**config.mk**
```make
export PLATFORM = sky130hd
export DESIGN_NAME = srl_age_unit
export DESIGN_NICKNAME = d
export VERILOG_FILES = /design/src/rtl/srl_pkg.sv /design/src/rtl/srl_age_unit.sv
export SDC_FILE = /design/constraint.sdc
export NUM_CORES = 1
export LEC_CHECK = 0
export BUFFER_PORTS_ARGS = -buffer_cell sky130_fd_sc_hd__buf_2
export CAP_MARGIN = 10
export CORE_MARGIN = 2
export CORE_UTILIZATION = 53
export DETAILED_ROUTE_END_ITERATION = 8
export PLACE_DENSITY = 0.92
export SYNTH_ARGS = -nofsm -noshare
export SYNTH_HDL_FRONTEND = slang
export SYNTH_SLANG_ARGS = --single-unit
```
**constraint.sdc**
```tcl
create_clock -name vclk -period 5.6
set_input_delay 1.12 -clock vclk [all_inputs]
set_output_delay 1.12 -clock vclk [all_outputs]
set_load 0.02 [all_outputs]
```
**src/rtl/srl_pkg.sv**
```systemverilog
// Shared constants, widths and helper functions of the sliding window rate limiter.
package srl_pkg;

	localparam int NUM_ACTIONS = 16;
	localparam int LOG_DEPTH   = 64;

	localparam int TS_W     = 32;
	localparam int REQ_W    = 2;
	localparam int ID_W     = 4;
	localparam int LIMIT_W  = 8;
	localparam int LIVE_W   = 7;
	localparam int SLOT_W   = (NUM_ACTIONS > 1) ? $clog2(NUM_ACTIONS) : 1;
	localparam int POS_W    = (LOG_DEPTH > 1) ? $clog2(LOG_DEPTH) : 1;
	localparam int CNT_W    = $clog2(LOG_DEPTH + 1);
	localparam int ADDR_W   = (NUM_ACTIONS * LOG_DEPTH > 1) ?
		$clog2(NUM_ACTIONS * LOG_DEPTH) : 1;

	localparam logic [TS_W-1:0] WINDOW_RESET = TS_W'(60000);

	localparam logic [REQ_W-1:0] REQ_ACQUIRE = 2'd0;
	localparam logic [REQ_W-1:0] REQ_CLEAR   = 2'd1;
	localparam logic [REQ_W-1:0] REQ_QUERY   = 2'd2;

	typedef logic [TS_W-1:0]   stamp_t;
	typedef logic [SLOT_W-1:0] slot_t;
	typedef logic [POS_W-1:0]  pos_t;
	typedef logic [CNT_W-1:0]  cnt_t;
	typedef logic [ADDR_W-1:0] addr_t;

	function automatic pos_t next_pos(input pos_t p);
		next_pos = (32'(p) == LOG_DEPTH - 1) ? pos_t'(0) : pos_t'(32'(p) + 1);
	endfunction

	function automatic pos_t tail_pos(input pos_t head, input cnt_t cnt);
		logic [31:0] sum;
		sum = 32'(head) + 32'(cnt);
		tail_pos = (sum >= LOG_DEPTH) ? pos_t'(sum - LOG_DEPTH) : pos_t'(sum);
	endfunction

	function automatic addr_t stamp_addr(input slot_t slot, input pos_t pos);
		stamp_addr = addr_t'(32'(slot) * LOG_DEPTH + 32'(pos));
	endfunction

endpackage

```
**src/rtl/srl_age_unit.sv**
```systemverilog
// Shared age comparator: flags a logged stamp older than the window.
module srl_age_unit (
	input  srl_pkg::stamp_t now,
	input  srl_pkg::stamp_t stamp,
	input  srl_pkg::stamp_t window,
	output logic            expired
);

	import srl_pkg::*;

	stamp_t age;

	assign age     = now - stamp;
	assign expired = (age > window);

endmodule

```
==> results of run 1 <==
logic make-up after synthesis:
logic type,after synthesis
compound gates,134
xor+xnor,27
fa+ha+maj,64
buf+inv,76
mux,1
simple gates,86
timing repair:
item	4_1_cts	5_1_grt
buffers inserted	0	11
endpoints found under the hold margin	0	0
gates resized for setup	0	25
endpoints found under the setup margin	0	1
per-layer routing:
| metal | wire length (microns) | vias up |
|---|---|---|
| met1 | 3210 | 1345 |
| li1 | - | 1582 |
| met4 | 118 | 0 |
| met2 | 3550 | 125 |
| met3 | 476 | 12 |
| met5 | 0 | - |
final cells by class:
| cell class | count | area share |
|---|---|---|
| inverter | 69 | 0.0774 |
| multi-input combinational | 312 | 0.725 |
| tap | 67 | 0.0248 |
| timing repair buffer | 109 | 0.173 |
cells in the mapped netlist, types with 4 or more instances:
| cell type | count | area, sq um |
|---|---|---|
| inv_1 | 69 | 259 |
| ha_1 | 63 | 788 |
| a21oi_1 | 41 | 205 |
| a21o_1 | 26 | 195 |
| o21ai_0 | 26 | 130 |
| nor2_1 | 21 | 78.8 |
| nand2_1 | 16 | 60.1 |
| xnor2_1 | 16 | 140 |
| nand4_1 | 15 | 93.8 |
| xor2_1 | 11 | 96.3 |
| o21a_1 | 9 | 67.6 |
| nand3_1 | 7 | 35.0 |
| nor2b_1 | 6 | 37.5 |
| nand2b_1 | 5 | 31.3 |
| clkbuf_1 | 4 | 15.0 |
| o21bai_1 | 4 | 30.0 |
critical path: cells and delay by family:
| kind | cells | cell delay (ns) |
|---|---|---|
| buf+inv | 3 | 0.47 |
| simple gates | 1 | 0.15 |
| fa+ha+maj | 2 | 0.50 |
| compound gates | 10 | 2.04 |
| xor+xnor | 1 | 0.13 |
metrics by stage:
step / worst slack [ns] / hold WS, ns / instances / area (sq um) / setup TNS (ns)
global route: -0.149 / 2.92 / 557 / 3380 / -0.149
detailed placement: 0.0771 / 2.88 / 546 / 3220 / 0
global placement: 0.128 / 2.88 / 546 / 3220 / 0
CTS: 0.0559 / 2.87 / 546 / 3220 / 0
finish: 0.0853 / 2.87 / 557 / 3380 / 0
floorplan: 0.438 / 2.70 / 388 / 2680 / 0
worst max-delay path by stage:
stage / startpoint / endpoint / slack [ns] / depth (start not counted)
after floorplan: stamp[8] / expired / 0.44 / 15
after global routing: now[0] / expired / -0.15 / 19
final: now[1] / expired / 0.09 / 17
after detailed placement: now[0] / expired / 0.08 / 18
after CTS: stamp[1] / expired / 0.06 / 18
after global placement: now[16] / expired / 0.13 / 15
power breakdown:
part           total, W  internal, W  leakage, nW  switching (W)
clock network         0            0            0              0
registers             0            0            0              0
logic          0.000424     0.000200         1.94       0.000223
==> reports/metrics.yaml, run 1 <==
outcome:
  outcome: "completed"
sta:
  hold_viol_final: 0
  period_minus_slack_ns: 5.51
  max_slew_margin: 0.723
  drv_slew: 0
  fmax_mhz: 181
  period_share: 0.985
  setup_viol: 0
  max_slew.worst_pin.slew_ns: 0.415
cells_and_area:
  antenna_cells: 0
  syn_to_final_growth_pct: 26.1
  final_util: 0.706
  drive_above_1_share: 0.276
  fin_nets: 652
  seq_cells: 0
  final_common_cell: "buf_2"
  multi_input_area_sq_um: 2450
  seqCellArea_sq_um: 0
  n_clock_buffer: 0
  layout_common_cells: "buf_2 (95), inv_1 (68), ha_1 (61), a21oi_1 (36), a21o_1 (26)"
  num-fill-cells: 402
placement:
  port_buffers: 97
  gp_congestion: 0.913
  dp_hpwl_microns: 6120
logic_synthesis:
  synth_compound_gate_area_share: 0.323
  synthCells: 388
  netlist_area_sq_um: 2680
  yosys_warnings: 0
  synthAdderAreaFrac: 0.302
  syn_nets: 548
  yosysSeqAreaShare: 0
  synthMuxAreaShare: 0.00374
  avgSynthCellArea_sq_um: 6.90
  synth_simple_gate_area_share: 0.173
  synth_top_family_by_area: "compound AO/OA/AOI/OAI gates"
  synth_xor_area_frac: 0.0883
  synthDistinctLibCells: 52
grt:
  grt-busiest-layer: "met2"
  use_met3: 0.00803
  antenna_found_initial: 0
  grt_pass1_vias: 2822
  grt_max_degree: 11
  met1_usage: 0.321
  track_usage: 0.244
  gr-usage-met2: 0.442
  grt_overflow: 0
  grt_first_pass_wirelength_microns: 11300
detailed_routing:
  routed_wl_microns: 7360
  initialDrtViolationCount: 122
  via_per_inst: 5.50
  wl_per_cell_microns: 13.2
  drc: 0
  ant_nets: 0
  dr.pass1.iters: 5
  vias: 3064
power:
  ir_drop_mv: 0.0588
  p_leak_nw: 1.94
  powerDensity_nw_per_um2: 125
  fin_total_pwr_w: 0.000424
min_path:
  hold_start: "window[0]"
  hold_class: "in2out"
  min_to: "expired"
  hold_depth: 6
critical_path:
  cp_cell_sequence: "buf_4 -> ha_4 -> nor2b_2 -> o31a_1 -> o2111ai_2 -> a21boi_1 -> o31ai_2 -> buf_4 -> xnor2_1 -> ha_1 -> a21o_1 -> a21o_1 -> a21oi_1 -> o21ai_0 -> o21ai_1 -> a32oi_1 -> buf_4"
  crit_required_ns: 4.48
  cp.arrival_ns: 4.39
  critPathMaxFanout: 4
  critical_path.most_common_cell: "buf_4"
  max_stage_delay_ns: 0.35
  worst_setup_path_start_kind: "input pin"
  slowest_stage: "o31a_1"
  path_class: "in2out"
  crit_path_end_kind: "output pin"
floorplanning:
  dieArea_sq_um: 5640
  ios: 97
  fp-row-count: 25
  fp.dieH_microns: 75.1
  core_area_sq_um: 4790
  fp.dieW_microns: 75.1
  start_util: 0.560
cts:
  cts_hold_buf: 0
job:
  maxCapViolations: 0
(Power assumes the default switching activity.)
==> inputs of run 2 (changes only) <==
--- a/config.mk
+++ b/config.mk
@@ -5,12 +5,13 @@
 export SDC_FILE = /design/constraint.sdc
 export NUM_CORES = 1
 export LEC_CHECK = 0
+export ABC_AREA = 1
 export BUFFER_PORTS_ARGS = -buffer_cell sky130_fd_sc_hd__buf_2
 export CAP_MARGIN = 10
 export CORE_MARGIN = 2
-export CORE_UTILIZATION = 53
+export CORE_UTILIZATION = 50
 export DETAILED_ROUTE_END_ITERATION = 8
-export PLACE_DENSITY = 0.92
+export PLACE_DENSITY = 0.85
 export SYNTH_ARGS = -nofsm -noshare
 export SYNTH_HDL_FRONTEND = slang
 export SYNTH_SLANG_ARGS = --single-unit
==> run 2 against run 1 <==
Net effect:
- non-clock buffer count decreased by 12
- critical path depth increased by 4
- flip-flop and latch count unchanged
- count of clock-buffer cells in the layout unchanged
- core utilization decreased by 9.7 points
- hold slack improved by 0.14 ns
- via count increased by 28%
- power decreased by 0.56%
- wire length increased by 25%
- final area increased by 14%
- area after synthesis increased by 22%
- critical path type unchanged
- critical endpoint unchanged
- largest power group unchanged
==> reports/metrics.yaml, run 2 <==
floorplanning:
  core_area_sq_um: 6350  # +33%
  fp.dieH_microns: 85  # +13%
  ios: 97  # unchanged
  dieArea_sq_um: 7230  # +28%
  fp-row-count: 29  # +16%
  start_util: 0.517  # -0.0431
  fp.dieW_microns: 85  # +13%
grt:
  antenna_found_initial: 0  # unchanged
  track_usage: 0.250  # +0.00548
  grt_pass1_vias: 3482  # +23%
  grt_overflow: 0  # unchanged
  grt_max_degree: 7  # -4
  grt_first_pass_wirelength_microns: 15200  # +34%
cells_and_area:
  antenna_cells: 0  # unchanged
  syn_to_final_growth_pct: 17.7
  n_clock_buffer: 0  # unchanged
  seq_cells: 0  # unchanged
  layout_common_cells: "nand2_1 (235), inv_1 (174), buf_2 (97), ha_1 (63), nor2_1 (46)"
  fin_nets: 904  # +39%
  fin_area_sq_um: 3860  # +14%
  final_common_cell: "nand2_1"
  seqCellArea_sq_um: 0  # unchanged
  drive_above_1_share: 0.159  # -0.116
detailed_routing:
  drc: 0  # unchanged
  wl_met3_microns: 538  # +13%
  wl_met1_microns: 4650  # +45%
  via_per_inst: 4.79  # -13%
  dr.pass1.iters: 5  # unchanged
  ant_nets: 0  # unchanged
  routed_wl_microns: 9180  # +25%
  vias: 3919  # +28%
  met2_wirelength_microns: 3950  # +11%
  highest_layer: "met4"
  initialDrtViolationCount: 238  # +95%
  wl_per_cell_microns: 11.2  # -15%
sta:
  setup_viol: 0  # unchanged
  max_slew_margin: 0.793  # +0.0699
  fmax_mhz: 205  # +13%
  rsz0062_at_grt: "false"
  period_share: 0.872  # -0.113
  hold_viol_final: 0  # unchanged
  period_minus_slack_ns: 4.88  # -0.633 ns
  tns_ns: 0  # unchanged
  drv_slew: 0  # unchanged
  max_slew.worst_pin.slew_ns: 0.308  # -0.107 ns
critical_path:
  path_class: "in2out"
  critical_path.most_common_cell: "nand2_1"
  cp.arrival_ns: 3.76  # -0.63 ns
  slowest_stage: "fa_1"
  worst_setup_path_start_kind: "input pin"
  crit_required_ns: 4.48  # about the same
  crit_path_end_kind: "output pin"
  max_stage_delay_ns: 0.43  # +0.08 ns
  cp_cell_sequence: "buf_2 -> inv_1 -> ha_1 -> inv_1 -> fa_1 -> nand3_1 -> nand3_1 -> nand2_1 -> nand2_1 -> nand2_1 -> nand3_1 -> nand2_1 -> nand2_1 -> ha_1 -> nand2_1 -> nor2_1 -> nand2_1 -> nor2_1 -> and3b_1 -> a21oi_1 -> buf_2"
  critPathMaxFanout: 3  # -1
power:
  p_comb_frac: 1.000  # about the same
  p_clk_frac: 0  # unchanged
  p_int_w: 0.000165  # -18%
  powerDensity_nw_per_um2: 109  # -13%
  ir_drop_mv: 0.0645  # +9.6%
  net-switching-power_w: 0.000257  # +15%
  p_leak_nw: 2.78  # +44%
  p_sw_frac: 0.609  # +0.0817
  fin_total_pwr_w: 0.000421  # -0.56%
  p_seq_frac: 0  # unchanged
logic_synthesis:
  syn_nets: 805  # +47%
  yosysSeqAreaShare: 0  # unchanged
  synth_commonest_cells: "nand2_1 (235), inv_1 (174), ha_1 (63), nor2_1 (46), a21oi_1 (33)"
  yosys.area.top_type_share: 0.269  # -0.0254
  synthCells: 645  # +66%
  avgSynthCellArea_sq_um: 5.09  # -26%
  synth.most_common_cell: "nand2_1"
  synth.area.top_cells: "nand2_1 (27%), ha_1 (24%), inv_1 (20%)"
  yosysTopAreaCell: "nand2_1"
  yosys_warnings: 0  # unchanged
  synthDistinctLibCells: 24  # -54%
  netlist_area_sq_um: 3280  # +22%
outcome:
  outcome: "completed"
min_path:
  hold_start: "window[0]"
  hold_depth: 6  # unchanged
  hold_class: "in2out"
  min_to: "expired"
cts:
  postCtsSetupBuffers: 0  # unchanged
  cts_resized: 0  # unchanged
  cts_hold_buf: 0  # unchanged
placement:
  dp_hpwl_microns: 8360  # +37%
  port_buffers: 97  # unchanged
  dpl_cell_area_sq_um: 3860  # +20%
  gp_congestion: 0.983  # +7.6%
job:
  maxCapViolations: 0  # unchanged
## run 2: cell types whose count changed in the layout (fill, tap and decap cells not counted), sizes merged, moves of 12 or more
cell	change
a21o	-22
buf	-12
inv	+106
nand2	+234
nand3	+26
nor2	+29
o21ai	-25
xnor2	-15
## run 2: kinds of logic (layout without fill, tap and decap cells)
logic type,Yosys count,count (layout),share of synthesized area
AOI/OAI and AO/OA,43,43,0.0717
xor gates and xnor gates,16,16,0.0427
adders and majority gates,64,64,0.246
buffers and inverters,175,272,0.200
and+or+nand+nor,347,347,0.439
## run 2: worst max path at each step
stage                start  endpoint  slack, ns  cells past startpoint
global route        now[0]   expired       0.42                     21
floorplan           now[0]   expired       1.11                     19
finish              now[0]   expired       0.72                     21
global placement    now[0]   expired       0.82                     21
detailed placement  now[0]   expired       0.75                     21
CTS                 now[0]   expired       0.75                     21
## run 2: final cells by class
| cell class | instances | area, sq um |
|---|---|---|
| inverter | 175 | 657 |
| multi-input combinational | 470 | 2620 |
| tap | 77 | 96.3 |
| timing repair buffer | 97 | 485 |
| fill | 677 | 2490 |
## run 2: critical path, delay by kind of cell
kind,cells,cell delay (ns)
compound gates,1,0.04
fa+ha+maj,3,0.85
buf+inv,4,0.36
simple gates,13,1.39
## run 2: power groups by stage
stage | sequential [W] | combinational (W) | clock [W]
floorplan | 0 | 0.000296 | 0
global placement | 0 | 0.000404 | 0
detailed placement | 0 | 0.000415 | 0
CTS | 0 | 0.000418 | 0
global route | 0 | 0.000482 | 0
finish | 0 | 0.000421 | 0
## run 2: layer usage
| layer | up-vias | global-route usage |
|---|---|---|
| li1 | 2126 | - |
| met3 | 4 | 0.0107 |
| met5 | - | 0 |
| met2 | 107 | 0.418 |
| met4 | 0 | 0.0101 |
| met1 | 1682 | 0.372 |
## run 2: through the flow
step | worst slack, ns | utilization | std cells | hold WS (ns)
after floorplan | 1.11 | - | 645 | 2.70
after global placement | 0.818 | 0.608 | 819 | 2.96
after detailed placement | 0.747 | 0.608 | 819 | 3.00
after CTS | 0.753 | 0.608 | 819 | 3.00
after global routing | 0.424 | 0.608 | 819 | 3.04
final | 0.718 | 0.608 | 819 | 3.00
